`config.mk`:
```
export PLATFORM = sky130hd
export DESIGN_NAME = markup_byte_tokenizer_flat
export DESIGN_NICKNAME = d
export VERILOG_FILES = /design/src/rtl/mbt_pkg.sv /design/src/rtl/mbt_in_if.sv /design/src/rtl/mbt_out_if.sv /design/src/rtl/mbt_front.sv /design/src/rtl/mbt_queue.sv /design/src/rtl/mbt_back.sv /design/src/rtl/markup_byte_tokenizer.sv /design/src/flat_wrapper.sv
export SDC_FILE = /design/constraint.sdc
export NUM_CORES = 1
export LEC_CHECK = 0
export ABC_AREA = 1
export BUFFER_PORTS_ARGS = -buffer_cell sky130_fd_sc_hd__buf_2
export CAP_MARGIN = 20
export CORE_MARGIN = 4
export CORE_UTILIZATION = 34
export CTS_BUF_LIST = sky130_fd_sc_hd__clkbuf_4
export DETAILED_ROUTE_END_ITERATION = 10
export PLACE_DENSITY_LB_ADDON = 0.08
export SLEW_MARGIN = 20
export SYNTH_ARGS = -nofsm -noshare
export SYNTH_HDL_FRONTEND = slang
export SYNTH_SLANG_ARGS = --single-unit
```
`constraint.sdc`:
```
create_clock -name clk_i -period 10 [get_ports clk_i]
set_input_delay 1 -clock clk_i [delete_from_list [all_inputs] [get_ports clk_i]]
set_output_delay 1 -clock clk_i [all_outputs]
set_load 0.03 [all_outputs]
```
`src/rtl/mbt_pkg.sv`:
```
`default_nettype none
// ----------------------------------------------------------------------------
// mbt_pkg: shared types and constants of the markup byte tokenizer
// Character codes, scan modes, token kinds and the token bundle that the
// front hands to the back through the queue.
// ----------------------------------------------------------------------------
package mbt_pkg;

  localparam int unsigned MaxTokens  = 4;
  localparam int unsigned CountW     = $clog2(MaxTokens + 1);
  localparam int unsigned QueueDepth = 4;
  localparam int unsigned QPtrW      = $clog2(QueueDepth);
  localparam int unsigned QCountW    = $clog2(QueueDepth + 1);
  localparam logic [15:0] PosMax     = 16'hFFFF;

  localparam logic [7:0] ChLt    = 8'h3C;
  localparam logic [7:0] ChGt    = 8'h3E;
  localparam logic [7:0] ChSlash = 8'h2F;
  localparam logic [7:0] ChEq    = 8'h3D;
  localparam logic [7:0] ChBang  = 8'h21;
  localparam logic [7:0] ChQuest = 8'h3F;
  localparam logic [7:0] ChDash  = 8'h2D;
  localparam logic [7:0] ChQuote = 8'h22;
  localparam logic [7:0] ChSpace = 8'h20;
  localparam logic [7:0] ChTab   = 8'h09;
  localparam logic [7:0] ChLf    = 8'h0A;
  localparam logic [7:0] ChCr    = 8'h0D;

  typedef enum logic [3:0] {
    ModeStart     = 4'd0,
    ModeLt        = 4'd1,
    ModeLtBang    = 4'd2,
    ModeLtBangDash = 4'd3,
    ModeCom0      = 4'd4,
    ModeCom1      = 4'd5,
    ModeCom2      = 4'd6,
    ModeDecl      = 4'd7,
    ModePi        = 4'd8,
    ModePiQ       = 4'd9,
    ModeQstr      = 4'd10,
    ModeUstr      = 4'd11
  } scan_mode_e;

  typedef enum logic [2:0] {
    KindLt    = 3'd0,
    KindGt    = 3'd1,
    KindSlash = 3'd2,
    KindEq    = 3'd3,
    KindSbyte = 3'd4,
    KindSend  = 3'd5,
    KindEof   = 3'd6
  } token_kind_e;

  typedef struct packed {
    token_kind_e kind;
    logic [7:0]  content;
    logic [15:0] line;
    logic [15:0] column;
  } token_t;

  typedef struct packed {
    logic [CountW-1:0]         count;
    token_t [MaxTokens-1:0]    tok;
  } bundle_t;

  function automatic logic is_space(input logic [7:0] c);
    return (c == ChSpace) || (c == ChTab) || (c == ChLf) || (c == ChCr);
  endfunction

  function automatic logic is_stop(input logic [7:0] c);
    return is_space(c) || (c == ChLt) || (c == ChGt) || (c == ChEq) || (c == ChSlash);
  endfunction

  function automatic token_t make_tok(input token_kind_e kind, input logic [7:0] content,
                                      input logic [15:0] line, input logic [15:0] column);
    token_t t;
    t.kind    = kind;
    t.content = content;
    t.line    = line;
    t.column  = column;
    return t;
  endfunction

endpackage
`default_nettype wire

```
`src/rtl/mbt_in_if.sv`:
```
`default_nettype none
// ----------------------------------------------------------------------------
// mbt_in_if: byte input channel
// Valid/ready channel carrying one text byte and its end flag.
// ----------------------------------------------------------------------------
interface mbt_in_if;
  logic       valid;
  logic       ready;
  logic [7:0] data_byte;
  logic       byte_valid;
  logic       end_of_data;

  modport source (output valid, data_byte, byte_valid, end_of_data, input ready);
  modport sink   (input valid, data_byte, byte_valid, end_of_data, output ready);
endinterface
`default_nettype wire

```
`src/rtl/mbt_out_if.sv`:
```
`default_nettype none
// ----------------------------------------------------------------------------
// mbt_out_if: token output channel
// Valid/ready channel carrying one token with its start position.
// ----------------------------------------------------------------------------
interface mbt_out_if;
  logic        valid;
  logic        ready;
  logic [2:0]  token_kind;
  logic [7:0]  content_byte;
  logic [15:0] token_line;
  logic [15:0] token_column;
  logic        last_result;

  modport source (output valid, token_kind, content_byte, token_line, token_column,
                  last_result, input ready);
  modport sink   (input valid, token_kind, content_byte, token_line, token_column,
                  last_result, output ready);
endinterface
`default_nettype wire

```
`src/rtl/mbt_front.sv`:
```
`default_nettype none
// ----------------------------------------------------------------------------
// mbt_front: scanner front end
// Accepts one byte per transaction, advances the scan mode and position
// counters, and pushes the bundle of tokens that the byte produces.
// ----------------------------------------------------------------------------
module mbt_front
  import mbt_pkg::*;
(
  input  logic    clk_i,
  input  logic    rst_ni,
  mbt_in_if.sink  byte_i,
  input  logic    full_i,
  output logic    push_o,
  output bundle_t bundle_o
);

  scan_mode_e  mode_q, mode_d;
  logic [15:0] line_q, line_d, col_q, col_d;
  logic [15:0] sline_q, sline_d, scol_q, scol_d;
  logic        fin_q, fin_d;
  logic        redo;
  logic        accept;
  logic [7:0]  c;
  logic [CountW-1:0] n;
  token_t [MaxTokens-1:0] tok;

  assign byte_i.ready = !full_i;
  assign accept       = byte_i.valid && !full_i;
  assign c            = byte_i.data_byte;

  always_comb begin
    mode_d  = mode_q;
    line_d  = line_q;
    col_d   = col_q;
    sline_d = sline_q;
    scol_d  = scol_q;
    fin_d   = fin_q;
    redo    = 1'b0;
    n       = '0;
    tok     = '0;
    if (fin_q) begin
      tok[n[1:0]] = make_tok(KindEof, 8'h00, line_q, col_q);
      n = n + 1'b1;
    end else begin
      if (byte_i.byte_valid) begin
        unique case (mode_q)
          ModeLt: begin
            if (c == ChBang) begin
              mode_d = ModeLtBang;
            end else if (c == ChQuest) begin
              mode_d = ModePi;
            end else begin
              tok[n[1:0]] = make_tok(KindLt, 8'h00, sline_q, scol_q);
              n = n + 1'b1;
              redo = 1'b1;
            end
          end
          ModeLtBang, ModeLtBangDash: begin
            if (c == ChDash) begin
              mode_d = (mode_q == ModeLtBang) ? ModeLtBangDash : ModeCom0;
            end else if (c == ChGt) begin
              mode_d = ModeStart;
            end else begin
              mode_d = ModeDecl;
            end
          end
          ModeCom0: mode_d = (c == ChDash) ? ModeCom1 : ModeCom0;
          ModeCom1: mode_d = (c == ChDash) ? ModeCom2 : ModeCom0;
          ModeCom2: begin
            if (c == ChGt) begin
              mode_d = ModeStart;
            end else if (c != ChDash) begin
              mode_d = ModeCom0;
            end
          end
          ModeDecl: begin
            if (c == ChGt) begin
              mode_d = ModeStart;
            end
          end
          ModePi: begin
            if (c == ChQuest) begin
              mode_d = ModePiQ;
            end
          end
          ModePiQ: begin
            if (c == ChGt) begin
              mode_d = ModeStart;
            end else if (c != ChQuest) begin
              mode_d = ModePi;
            end
          end
          ModeQstr: begin
            if (c == ChQuote) begin
              tok[n[1:0]] = make_tok(KindSend, 8'h00, sline_q, scol_q);
              n = n + 1'b1;
              mode_d = ModeStart;
            end else begin
              tok[n[1:0]] = make_tok(KindSbyte, c, sline_q, scol_q);
              n = n + 1'b1;
            end
          end
          ModeUstr: begin
            if (is_stop(c)) begin
              tok[n[1:0]] = make_tok(KindSend, 8'h00, sline_q, scol_q);
              n = n + 1'b1;
              redo = 1'b1;
            end else begin
              tok[n[1:0]] = make_tok(KindSbyte, c, sline_q, scol_q);
              n = n + 1'b1;
            end
          end
          default: redo = 1'b1;
        endcase
        if (redo) begin
          mode_d = ModeStart;
          if (is_space(c)) begin
            mode_d = ModeStart;
          end else if (c == ChLt) begin
            sline_d = line_q;
            scol_d  = col_q;
            mode_d  = ModeLt;
          end else if (c == ChGt) begin
            tok[n[1:0]] = make_tok(KindGt, 8'h00, line_q, col_q);
            n = n + 1'b1;
          end else if (c == ChSlash) begin
            tok[n[1:0]] = make_tok(KindSlash, 8'h00, line_q, col_q);
            n = n + 1'b1;
          end else if (c == ChEq) begin
            tok[n[1:0]] = make_tok(KindEq, 8'h00, line_q, col_q);
            n = n + 1'b1;
          end else begin
            sline_d = line_q;
            scol_d  = col_q;
            if (c == ChQuote) begin
              mode_d = ModeQstr;
            end else begin
              tok[n[1:0]] = make_tok(KindSbyte, c, line_q, col_q);
              n = n + 1'b1;
              mode_d = ModeUstr;
            end
          end
        end
        if (c == ChLf) begin
          if (line_q != PosMax) begin
            line_d = line_q + 16'd1;
          end
          col_d = 16'd1;
        end else if (col_q != PosMax) begin
          col_d = col_q + 16'd1;
        end
      end
      if (byte_i.end_of_data) begin
        if (mode_d == ModeLt) begin
          tok[n[1:0]] = make_tok(KindLt, 8'h00, sline_d, scol_d);
          n = n + 1'b1;
        end else if (mode_d == ModeQstr || mode_d == ModeUstr) begin
          tok[n[1:0]] = make_tok(KindSend, 8'h00, sline_d, scol_d);
          n = n + 1'b1;
        end
        tok[n[1:0]] = make_tok(KindEof, 8'h00, line_d, col_d);
        n = n + 1'b1;
        mode_d = ModeStart;
        fin_d  = 1'b1;
      end
    end
  end

  assign push_o         = accept && (n != '0);
  assign bundle_o.count = n;
  assign bundle_o.tok   = tok;

  always_ff @(posedge clk_i or negedge rst_ni) begin
    if (!rst_ni) begin
      mode_q  <= ModeStart;
      line_q  <= 16'd1;
      col_q   <= 16'd1;
      sline_q <= 16'd1;
      scol_q  <= 16'd1;
      fin_q   <= 1'b0;
    end else if (accept) begin
      mode_q  <= mode_d;
      line_q  <= line_d;
      col_q   <= col_d;
      sline_q <= sline_d;
      scol_q  <= scol_d;
      fin_q   <= fin_d;
    end
  end

endmodule
`default_nettype wire

```
`src/rtl/mbt_queue.sv`:
```
`default_nettype none
// ----------------------------------------------------------------------------
// mbt_queue: token bundle queue
// Short first-in first-out store between the front end and the back end.
// ----------------------------------------------------------------------------
module mbt_queue
  import mbt_pkg::*;
(
  input  logic    clk_i,
  input  logic    rst_ni,
  input  logic    push_i,
  input  bundle_t bundle_i,
  output logic    full_o,
  input  logic    pop_i,
  output bundle_t head_o,
  output logic    empty_o
);

  bundle_t            mem_q [QueueDepth];
  logic [QPtrW-1:0]   wptr_q, rptr_q;
  logic [QCountW-1:0] count_q;
  logic               do_pop;

  assign full_o  = (count_q == QCountW'(QueueDepth));
  assign empty_o = (count_q == '0);
  assign head_o  = mem_q[rptr_q];
  assign do_pop  = pop_i && !empty_o;

  always_ff @(posedge clk_i) begin
    if (push_i) begin
      mem_q[wptr_q] <= bundle_i;
    end
  end

  always_ff @(posedge clk_i or negedge rst_ni) begin
    if (!rst_ni) begin
      wptr_q  <= '0;
      rptr_q  <= '0;
      count_q <= '0;
    end else begin
      if (push_i) begin
        wptr_q <= wptr_q + 1'b1;
      end
      if (do_pop) begin
        rptr_q <= rptr_q + 1'b1;
      end
      if (push_i && !do_pop) begin
        count_q <= count_q + 1'b1;
      end else if (do_pop && !push_i) begin
        count_q <= count_q - 1'b1;
      end
    end
  end

endmodule
`default_nettype wire

```
`src/rtl/mbt_back.sv`:
```
`default_nettype none
// ----------------------------------------------------------------------------
// mbt_back: token serializer
// Walks the head bundle one token per cycle into the output register while the
// receiver takes tokens, and marks the last token of each bundle.
// ----------------------------------------------------------------------------
module mbt_back
  import mbt_pkg::*;
(
  input  logic      clk_i,
  input  logic      rst_ni,
  input  bundle_t   head_i,
  input  logic      empty_i,
  output logic      pop_o,
  mbt_out_if.source token_o
);

  localparam int unsigned IdxW = $clog2(MaxTokens);

  logic              out_valid_q, out_valid_d;
  token_t            tok_q;
  logic              last_q, last_d;
  logic [IdxW-1:0]   idx_q, idx_d;
  logic              load;

  assign load   = !out_valid_q || token_o.ready;
  assign last_d = ({1'b0, idx_q} + 1'b1) == head_i.count;

  always_comb begin
    out_valid_d = out_valid_q;
    idx_d       = idx_q;
    pop_o       = 1'b0;
    if (load) begin
      out_valid_d = !empty_i;
      if (!empty_i) begin
        if (last_d) begin
          pop_o = 1'b1;
          idx_d = '0;
        end else begin
          idx_d = idx_q + 1'b1;
        end
      end
    end
  end

  always_ff @(posedge clk_i or negedge rst_ni) begin
    if (!rst_ni) begin
      out_valid_q <= 1'b0;
      idx_q       <= '0;
    end else begin
      out_valid_q <= out_valid_d;
      idx_q       <= idx_d;
    end
  end

  always_ff @(posedge clk_i) begin
    if (load && !empty_i) begin
      tok_q  <= head_i.tok[idx_q];
      last_q <= last_d;
    end
  end

  assign token_o.valid        = out_valid_q;
  assign token_o.token_kind   = tok_q.kind;
  assign token_o.content_byte = tok_q.content;
  assign token_o.token_line   = tok_q.line;
  assign token_o.token_column = tok_q.column;
  assign token_o.last_result  = last_q;

endmodule
`default_nettype wire

```
`src/rtl/markup_byte_tokenizer.sv`:
```
`default_nettype none
// ----------------------------------------------------------------------------
// markup_byte_tokenizer: streaming markup tokenizer
// Bytes enter on byte_i, one per transaction, with byte_valid and
// end_of_data flags. Tokens leave on token_o, one per transaction, each with
// its kind, content byte, start line and column; last_result marks the last
// token caused by one input transaction. A byte yields zero to four tokens.
// The front end classifies a byte in the cycle it is accepted and pushes its
// tokens as one bundle into a four-entry queue; the back end drains the head
// bundle one token per cycle through an output register while the receiver
// takes tokens. The first token passes through the queue entry and then the
// output register before it is valid. Input is taken every cycle while the
// queue has room; output runs at one token per cycle while the receiver is
// ready, so sustained byte rate is set by how many tokens each byte yields.
// Reset returns the scanner to token start at line 1, column 1 and empties
// the queue and output register. When the receiver stalls, the output token
// holds, the queue fills and byte_i.ready drops once four bundles wait.
// After the end token every further transaction yields one end token.
// ----------------------------------------------------------------------------
module markup_byte_tokenizer
  import mbt_pkg::*;
(
  input  logic      clk_i,
  input  logic      rst_ni,
  mbt_in_if.sink    byte_i,
  mbt_out_if.source token_o
);

  logic    push, full, pop, empty;
  bundle_t push_bundle, head_bundle;

  mbt_front u_front (
    .clk_i    (clk_i),
    .rst_ni   (rst_ni),
    .byte_i   (byte_i),
    .full_i   (full),
    .push_o   (push),
    .bundle_o (push_bundle)
  );

  mbt_queue u_queue (
    .clk_i    (clk_i),
    .rst_ni   (rst_ni),
    .push_i   (push),
    .bundle_i (push_bundle),
    .full_o   (full),
    .pop_i    (pop),
    .head_o   (head_bundle),
    .empty_o  (empty)
  );

  mbt_back u_back (
    .clk_i   (clk_i),
    .rst_ni  (rst_ni),
    .head_i  (head_bundle),
    .empty_i (empty),
    .pop_o   (pop),
    .token_o (token_o)
  );

endmodule
`default_nettype wire
```
`src/flat_wrapper.sv`:
```
// flat-port wrapper written by rule: the top's interface ports become plain ports
module markup_byte_tokenizer_flat import mbt_pkg::*;
  (clk_i, rst_ni, byte_i_valid, byte_i_data_byte, byte_i_byte_valid, byte_i_end_of_data, byte_i_ready, token_o_valid, token_o_token_kind, token_o_content_byte, token_o_token_line, token_o_token_column, token_o_last_result, token_o_ready);
  mbt_in_if byte_i_i ();
  mbt_out_if token_o_i ();
  input  logic clk_i;
  input  logic rst_ni;
  input wire logic [$bits(byte_i_i.valid)-1:0] byte_i_valid;
  input wire logic [$bits(byte_i_i.data_byte)-1:0] byte_i_data_byte;
  input wire logic [$bits(byte_i_i.byte_valid)-1:0] byte_i_byte_valid;
  input wire logic [$bits(byte_i_i.end_of_data)-1:0] byte_i_end_of_data;
  output wire logic [$bits(byte_i_i.ready)-1:0] byte_i_ready;
  output wire logic [$bits(token_o_i.valid)-1:0] token_o_valid;
  output wire logic [$bits(token_o_i.token_kind)-1:0] token_o_token_kind;
  output wire logic [$bits(token_o_i.content_byte)-1:0] token_o_content_byte;
  output wire logic [$bits(token_o_i.token_line)-1:0] token_o_token_line;
  output wire logic [$bits(token_o_i.token_column)-1:0] token_o_token_column;
  output wire logic [$bits(token_o_i.last_result)-1:0] token_o_last_result;
  input wire logic [$bits(token_o_i.ready)-1:0] token_o_ready;
  assign byte_i_i.valid = byte_i_valid;
  assign byte_i_i.data_byte = byte_i_data_byte;
  assign byte_i_i.byte_valid = byte_i_byte_valid;
  assign byte_i_i.end_of_data = byte_i_end_of_data;
  assign byte_i_ready = byte_i_i.ready;
  assign token_o_valid = token_o_i.valid;
  assign token_o_token_kind = token_o_i.token_kind;
  assign token_o_content_byte = token_o_i.content_byte;
  assign token_o_token_line = token_o_i.token_line;
  assign token_o_token_column = token_o_i.token_column;
  assign token_o_last_result = token_o_i.last_result;
  assign token_o_i.ready = token_o_ready;
  markup_byte_tokenizer u_core (.clk_i(clk_i), .rst_ni(rst_ni), .byte_i(byte_i_i), .token_o(token_o_i));
endmodule
```
# --- Word-level counts from Yosys, hierarchy flattened ---
# Memory sizes are Yosys's and may differ from the RTL's.
# Cells that the tools add are included.
classes:
  add_sub_neg: 11
  n_lt_le_gt_ge: 7
  eq_ne: 32
  n_mux: 123
  n_bitwise: 2
  reduce_logical: 31
op_table:
  columns: ["cell", "n"]
  rows:
  - ["2-to-1 mux 172 bit", 14]
  - ["bitwise mux 172 bit", 7]
  - ["2-to-1 mux 16 bit", 24]
  - ["2-to-1 mux 43 bit", 7]
  - ["demux 43 bit (select 2 bit)", 3]
  - ["2-to-1 mux 129 bit", 1]
  - ["case mux 43 bit (3 select lines)", 1]
  - ["binary-select mux 43 bit (select 2 bit)", 1]
  - ["2-to-1 mux 41 bit", 2]
  - ["== test 8 x 6 -> 1 bit (second input constant)", 9]
  - ["2-to-1 mux 4 bit", 18]
  - ["2-to-1 mux 3 bit", 22]
  - ["2-to-1 mux 32 bit", 2]
  - ["case mux 4 bit (9 select lines)", 1]
  - ["adder 16 x 1 -> 16 bit (second input constant)", 2]
  - ["!= test 16 bit (second input constant)", 2]
  - ["== test 4 bit (second input constant)", 6]
  - ["== test 8 x 4 -> 1 bit (second input constant)", 3]
  - ["== test 4 x 3 -> 1 bit (second input constant)", 4]
  - ["2-to-1 mux 1 bit", 16]
  - ["!= test 8 x 6 -> 1 bit (second input constant)", 2]
  - ["adder 3 x 1 -> 3 bit (second input constant)", 4]
  - ["less-than comparator 2 x 3 -> 1 bit (second input constant)", 4]
  - ["logical AND 1 bit", 9]
  - ["other kinds (20)", 42]
word_totals:
  ff_bits: 123
  mem_bits_rw: 700
  inputBits: 14
  out_inout_bits: 46
  word_cells: 223
  n_memories: 1
mem_list:
  columns: ["name", "depth", "width", "read_ports", "rd_ports_with_merged_regs", "write_ports", "line", "rtl"]
  rows:
  - ["u_core.u_queue.mem_q", 4, 175, 1, 0, 1, "mbt_queue.sv:19", "bundle_t mem_q [QueueDepth];"]

# --- Logic depth before layout (Yosys ltp) ---
# Gate-level depths: netlist of run 1.
depth:
  word_depth: 30
  mapped_depth: 32
  mapped_depth_nobuf: 32

# --- Cells and area by module ---
# From an unflattened synthesis of run 1, not the netlist that was laid out.
unflattened:
  hier_cells: 4101
  area_unflattened_um2: 40600.2
modules_own_cells:
  columns: ["mod", "instances", "cells_per_inst", "area_per_inst_um2"]
  rows:
  - ["mbt_queue", 1, 2098, 28368.5]
  - ["mbt_front", 1, 1683, 9505.4]
  - ["mbt_back", 1, 320, 2726.4]

# --- Least setup slack after synthesis of run 1 ---
# OpenSTA, ideal clock, no wires.
synth_path:
  path_type: "in2reg"
  from: "input port byte_i_data_byte[7]"
  to: "memory u_core.u_queue.mem_q[0][0] (netlist bit), enable pin"
  setup_ns: 0.681
  arrival_time_ns: 10.768
  required_time_ns: 9.319
  path_slack_ns: -1.449
  path_stages: 22
  path_buffers: 2
  path_cell_list: "nor2_1 -> nand3_1 -> nor2_4 -> inv_1 -> clkbuf_1 -> buf_1 -> ha_1 -> nor2_1 -> a21oi_1 -> o21ai_0 -> nand3_1 -> nand3_1 -> ha_1 -> o21ai_0 -> inv_1 -> ha_1 -> inv_1 -> o22ai_1 -> inv_1 -> nand3_1 -> nand2_1 -> nor2_1"
synth_lines:
  columns: ["element", "line", "rtl"]
  rows:
  - ["start: declaration", "flat_wrapper.sv:9", "input wire logic [$bits(byte_i_i.data_byte)-1:0] byte_i_data_byte;"]
  - ["end: declaration", "mbt_queue.sv:19", null]

==> impl_metrics.py, run 1 <==
metrics = {
    "yosys": {
        "ys_seq_elements": 759,
        "avgSynthCellArea_um2": 10.2,
        "synth_seq_area_share_pct": 63.2,
        "synth_common_cells": "680 x edfxtp_1, 524 x o21ai_0, 512 x nand2_1",
        "async_flop_share_pct": 10.4,
        "yosysWarnings": 0,
        "synth_top_cell_by_area": "edfxtp_1",
        "yosysMostFrequentCell": "edfxtp_1",
        "ys.flop_type": "edfxtp_1",
        "synth-edff-count": 680,
        "synth_top_area_share_pct": 57.6,
        "synth_fp_nets": 3511,
        "ys_top_cells_by_area": "edfxtp_1 58%, o21ai_0 7.4%, nand2_1 5.4%",
        "syn_inst": 3479,
        "synthesis.area_mm2": 0.0354,
        "yosysUniqueCellTypes": 52,
    },
    "finish": {
        "instances_no_fill": 5097,
        "n_fill_cell": 10200,
        "num-nets-final": 3593,
        "drive_gt1_share_pct": 13.9,
        "area_growth_pct": 12.1,
        "design_area_mm2": 0.0397,
        "finish.utilization_pct": 38.4,
    },
    "global_routing": {
        "antenna_found_initial": 4,
        "grt_max_degree": 138,
        "grt_pass1_vias": 28400,
        "grt_first_pass_wirelength_um": 183000,
        "grt_overflow": 0,
        "grt.total_usage_pct": 22.5,
    },
    "sta": {
        "final_hold_viol_count": 0,
        "setup_viol": 0,
        "setup_ws_ns": 3.31,
        "rsz0062_at_grt": "false",
        "fin_skew_ns": 0.0568,
        "post-route-min-period_ns": 6.69,
        "tns_ns": 0,
        "clock.fmax_mhz": 149,
        "hold_ws_ns": 0.371,
        "relSlewSlack_pct": 24.3,
        "final.period_utilization_pct": 66.9,
        "drv_slew": 0,
        "tightest_slew_ns": 1.13,
    },
    "clock_tree": {
        "cts_tree": "done",
        "root_buffer": "clkbuf_4",
        "htreeDepth": 4,
        "clkSlewWorstSetupHoldPaths_ns": 0.06,
        "cts_buffer_depth": 3,
        "cts_resized": 0,
        "numCtsBuffers": 203,
        "clkLatencyLatePin_ns": 1.09,
        "clock_sinks": 759,
    },
    "floorplanning": {
        "core_mm2": 0.103,
        "ioPinCount": 60,
        "die_area_mm2": 0.109,
        "fp.dieW_um": 331,
        "fp-row-count": 118,
        "initial_utilization_pct": 34.2,
        "die_y_um": 331,
    },
    "route": {
        "drt_iter0_drc": 2444,
        "finalWirelength_um": 124000,
        "avgRoutedWirePerCell_um": 24.4,
        "vias_per_cell": 5.50,
        "final_antenna_net_count": 0,
        "route.vias.total": 28000,
        "drc": 0,
        "first_pass_iters": 6,
    },
    "power_and_ir_drop": {
        "seqPwrFrac_pct": 42.5,
        "switchingPower_mw": 3.96,
        "pwr-share-comb_pct": 30.9,
        "vdd_drop_max_uv": 252,
        "p_int_mw": 6.36,
        "pwr-share-clk_pct": 26.6,
        "p_leak_nw": 14.7,
        "powerDensity_mw_per_mm2": 260,
        "switching_share_pct": 38.3,
        "p_total_mw": 10.3,
    },
    "worst_hold_path": {
        "hold_path.class": "input port to register",
        "whs_endpoint": "u_core.u_queue.mem_q[2][39]",
        "worstHoldStart": "byte_i_data_byte[7]",
        "min_path_cells": 3,
    },
    "setup_path": {
        "rr_worst_depth": 21,
        "r2r-end": "u_core.u_queue.mem_q[2][139]",
        "arrival_ns": 7.39,
        "start_kind": "register",
        "cp-end-kind": "register",
        "path_max_fanout": 80,
        "r2r_setup_slack_ns": 3.31,
        "critPathLaunch": "u_core.u_front.mode_q[3]",
        "timing_worst_setup_path_type": "register to register",
        "crit-reg2reg-launch": "u_core.u_front.mode_q[3]",
        "crit_required_ns": 10.70,
    },
    "placement": {
        "port_buffers": 59,
        "place_inst": 4733,
        "hpwlAfterDp_um": 72100,
        "gp_congestion": 0.868,
        "placed_cell_area_mm2": 0.0371,
        "dp_slack_ns": 2.58,
    },
    "outcome": {
        "outcome": "finished, final reports clean",
    },
    "flow_run": {
        "maxCapViolations": 0,
    },
}
-- how the worst max path moves through the flow --
| stage | endpoint | slack (ns) | cells past startpoint |
|---|---|---|---|
| 3_5_place_dp | u_core.u_queue.mem_q[0][10] | 2.58 | 25 |
| 4_1_cts | u_core.u_queue.mem_q[0][10] | 3.33 | 22 |
| 6_report | u_core.u_queue.mem_q[2][139] | 3.31 | 21 |
| 3_3_place_gp | u_core.u_queue.mem_q[0][10] | 2.54 | 24 |
| 2_1_floorplan | u_core.u_queue.mem_q[0][0] | -1.45 | 22 |
| 5_1_grt | u_core.u_queue.mem_q[2][139] | 2.80 | 21 |
-- cell usage in the layout (no fill, tap or decap), drive strengths merged, types with 2 or more instances in the layout --
cell / n
edfxtp: 680
o21ai: 542
nand2: 522
nor2: 518
clkbuf: 294
inv: 247
nand3: 134
o221ai: 112
buf: 111
o211ai: 82
dfrtp: 75
o22ai: 72
nor3: 66
clkinv: 66
a21oi: 43
a31oi: 30
nand4: 21
a22oi: 18
ha: 17
xor2: 10
or2: 10
xnor2: 6
o32ai: 6
a221oi: 5
bufinv: 4
dfstp: 4
nor4: 3
o21bai: 3
and2: 2
a21o: 2
dlygate4sd3: 2
-- what timing repair did --
item	CTS	global route
endpoints found under the hold margin	27	0
hold buffers	2	0
setup buffers	0	0
-- registers in the layout (all words and copies together) (netlist names), 2 cells and up --
signal	cells
u_core.u_back.token_o.token_column	16
u_core.u_queue.count_q	3
u_core.u_queue.mem_q	636
u_core.u_front.sline_q	16
u_core.u_back.token_o.content_byte	8
u_core.u_queue.wptr_q	2
u_core.u_front.scol_q	16
u_core.u_front.mode_q	4
u_core.u_front.line_q	16
u_core.u_front.col_q	16
u_core.u_queue.rptr_q	2
u_core.u_back.idx_q	2
u_core.u_back.token_o.token_line	16
u_core.u_back.token_o.token_kind	3
-- cell type report --
| type | count | area, um^2 | share of cell area (%) |
|---|---|---|---|
| clock buffer | 294 | 2210 | 5.55 |
| sequential | 759 | 22400 | 56.4 |
| inverter | 252 | 961 | 2.42 |
| timing repair buffer | 113 | 811 | 2.04 |
| multi-input combinational | 2232 | 11200 | 28.2 |
| tap | 1380 | 1730 | 4.34 |
| antenna | 1 | 2.50 | 0.00630 |
| clock inverter | 66 | 394 | 0.992 |
-- worst max-delay path, stage by stage (launching register included) --
cell and delay [ns]:
dfrtp_1 0.46, nor2_2 0.23, inv_2 0.07, nor2_2 0.23, nand3_2 0.16, nand2_2 0.43, inv_2 0.48, nor2_1 0.26
nor3_1 0.07, nor3_1 0.41, inv_2 0.11, ha_1 0.32, o21ai_0 0.35, inv_1 0.13, ha_1 0.30, inv_1 0.04
o22ai_1 0.34, inv_1 0.08, nand3_1 0.13, nand2_1 0.31, nor2_4 0.80, buf_12 0.51
-- routing by layer --
metal	up-vias	GRT usage (%)	part of all wire, %
met5	-	0	0
met4	0	8.57	3.1
met3	239	4.24	6.3
met2	1111	37.7	48
met1	14000	29.0	43
li1	12700	-	-
-- power groups by stage --
stage / clock, mW / sequential (mW) / combinational, mW
after CTS: 2.86 / 4.39 / 3.27
after global routing: 3.03 / 4.43 / 3.52
after detailed placement: 0 / 4.45 / 3.27
after floorplan: 0 / 4.64 / 1.84
final: 2.75 / 4.38 / 3.19
after global placement: 0 / 4.44 / 3.23
-- logic make-up (layout without fill, tap and decap cells) --
group	count (synthesis)	after routing	share of synthesized area (%)
buffers and inverters	488	725	5.32
xor gates and xnor gates	16	16	0.395
and+or+nand+nor	1278	1278	14.9
muxes	1	1	0.0318
DFF	759	759	63.2
other	0	1	0
adders and majority gates	18	18	0.657
AOI/OAI and AO/OA	919	919	15.5
Note: power is estimated with default switching activity, not from simulation.
==> run 2: changes to the inputs <==
clock period = 5.7 ns   (was 10 ns; I/O delays follow)
==> run 2 against run 1 <==
Effect of this change: worst hold slack worse by 0.19 ns; utilization up 0.36 points; setup slack worse by 2.4 ns; sequential share of layout area down 0.53 points; global-route usage up 0.21 points; clock skew up 0.040 ns; flip-flop and latch count unchanged; first-iteration DRC count down 11%; total power up 74%; critical path depth up 2; sequential power up 76%; die area unchanged; critical path type unchanged; highest routed layer unchanged.
==> impl_metrics.py, run 2 (synthesis results as in run 1) <==
metrics = {
    "floorplanning": {
        "die_area_mm2": 0.109,
        "core_mm2": 0.103,
        "initial_utilization_pct": 34.2,
        "fp.dieW_um": 331,
        "die_y_um": 331,
        "ioPinCount": 60,
        "fp-row-count": 118,
    },
    "sta": {
        "tightest_slew_ns": 1.11,
        "fin_skew_ns": 0.0972,
        "relSlewSlack_pct": 25.9,
        "setup_viol": 0,
        "rsz0062_at_grt": "false",
        "hold_ws_ns": 0.179,
        "final_hold_viol_count": 0,
        "final.period_utilization_pct": 84.7,
        "clock.fmax_mhz": 207,
        "post-route-min-period_ns": 4.83,
        "drv_slew": 0,
    },
    "clock_tree": {
        "clkLatencyLatePin_ns": 1.16,
        "cts_tree": "done",
        "clkSlewWorstSetupHoldPaths_ns": 0.08,
        "cts_buffer_depth": 3,
        "numCtsBuffers": 200,
        "root_buffer": "clkbuf_4",
        "htreeDepth": 4,
        "clock_sinks": 759,
        "post_cts_buffers": 0,
    },
    "setup_path": {
        "critPathLaunch": "u_core.u_front.mode_q[1]",
        "cp_slowest_stage_delay_ns": 0.46,
        "timing_worst_setup_path_type": "register to register",
        "cp-end-kind": "register",
        "crit_required_ns": 6.46,
        "cpMostUsedCell": "inv_1",
        "crit_buf_inv": 8,
        "arrival_ns": 5.58,
        "rr_worst_depth": 23,
        "cp.depth": 23,
        "crit-reg2reg-launch": "u_core.u_front.mode_q[1]",
        "path_cells": "inv_2, nand2_1, nor2_2, nand3_4, nand2_4, ha_4, nand2_1, inv_1, nor3_1, nor3_2, inv_2, ha_4, o21ai_2, inv_1, ha_1, inv_1, o22ai_2, inv_1, nand3_2, nand2_4, nor2_4, buf_12, buf_12",
        "start_kind": "register",
        "path_max_fanout": 27,
        "crit_family": "simple AND/OR/NAND/NOR gates",
        "cp_slowest_cell": "dfrtp_1",
    },
    "finish": {
        "drive_gt1_share_pct": 14.7,
        "final_common_cell": "edfxtp_1",
        "regMostFlops": "u_core.u_queue.mem_q",
        "area_growth_pct": 13.2,
        "mostFrequentLayoutCells": "680 x edfxtp_1, 522 x o21ai_0, 510 x nand2_1",
        "largest_register_ffs": 636,
        "num-nets-final": 3622,
    },
    "route": {
        "final_antenna_net_count": 0,
        "first_pass_iters": 5,
        "route.vias.total": 28100,
        "drc": 0,
        "avgRoutedWirePerCell_um": 24.3,
        "drt_iter0_drc": 2163,
        "vias_per_cell": 5.47,
        "finalWirelength_um": 125000,
    },
    "worst_hold_path": {
        "worstHoldStart": "token_o_ready",
        "hold_path.class": "input port to register",
        "min_path_cells": 3,
    },
    "global_routing": {
        "grt.total_usage_pct": 22.7,
        "grt_pass1_vias": 28100,
        "grt_max_degree": 182,
        "grt_first_pass_wirelength_um": 184000,
        "grt_overflow": 0,
        "antenna_found_initial": 5,
    },
    "placement": {
        "port_buffers": 59,
        "hpwlAfterDp_um": 73800,
        "gp_congestion": 0.867,
    },
    "power_and_ir_drop": {
        "powerDensity_mw_per_mm2": 449,
        "vdd_drop_max_uv": 428,
        "p_total_mw": 18.0,
        "p_leak_nw": 14.9,
    },
    "flow_run": {
        "maxCapViolations": 0,
    },
    "outcome": {
        "outcome": "finished, final reports clean",
    },
}
==> run 2: path summary, 6_finish.rpt <==
path / to / slack [ns]
worst max-delay path: u_core.u_queue.mem_q[2][50] / 0.87
worst min-delay path: u_core.u_back.token_o.valid / 0.18
worst max register to register: u_core.u_queue.mem_q[2][50] / 0.87
worst min register to register: u_core.u_front.scol_q[3] / 0.49
max in group asynchronous: u_core.u_front.col_q[9] / 4.22
min in group asynchronous: u_core.u_back.token_o.valid / 0.54
==> run 2: stage by stage <==
stage                     util [%]  cells  cell area, um^2  setup WS [ns]  setup TNS, ns
after floorplan                  -   3479            35600         -0.301        -181.92
after global placement        36.1   4752            37400          0.727              0
after detailed placement      36.1   4752            37400          0.674              0
after CTS                     38.7   5123            40100          0.844              0
after global routing          38.8   5128            40100          0.516              0
final                         38.8   5130            40100          0.874              0
==> run 2: layout make-up <==
type                       instances  area, um^2
antenna                            7        17.5
timing repair buffer             145        1140
tap                             1380        1730
sequential                       759       22400
inverter                         252         961
multi-input combinational       2232       11300
fill                           10200       63400
clock buffer                     288        2160
clock inverter                    67         378
==> run 2: timing repair <==
| item | CTS | global route |
|---|---|---|
| hold endpoints to repair | 106 | 0 |
| resized for setup | 0 | 0 |
| hold buffers | 16 | 0 |
==> run 2: worst reg2reg max path: stages, from the launching register on <==
cell and delay, ns:
dfrtp_1 0.46, inv_2 0.15, nand2_1 0.09, nor2_2 0.29, nand3_4 0.14, nand2_4 0.24
ha_4 0.17, nand2_1 0.05, inv_1 0.08, nor3_1 0.06, nor3_2 0.32, inv_2 0.13
ha_4 0.23, o21ai_2 0.17, inv_1 0.09, ha_1 0.28, inv_1 0.05, o22ai_2 0.22
inv_1 0.09, nand3_2 0.11, nand2_4 0.12, nor2_4 0.39, buf_12 0.26, buf_12 0.26
==> run 2: power breakdown <==
| part | total (mW) | internal [mW] | switching, mW | leakage, nW |
|---|---|---|---|---|
| Combinational | 5.55 | 1.40 | 4.14 | 5.90 |
| Clock | 4.76 | 2.42 | 2.34 | 1.51 |
| Sequential | 7.69 | 7.25 | 0.445 | 7.48 |
| Total | 18.0 | 11.1 | 6.92 | 14.9 |
==> run 2: routing by layer <==
metal | vias up | part of all wire (%) | track usage, %
met3 | 245 | 6.4 | 4.75
met4 | 0 | 2.9 | 7.92
li1 | 12800 | - | -
met1 | 14000 | 43 | 30.0
met5 | - | 0 | 0
met2 | 1036 | 47 | 37.3
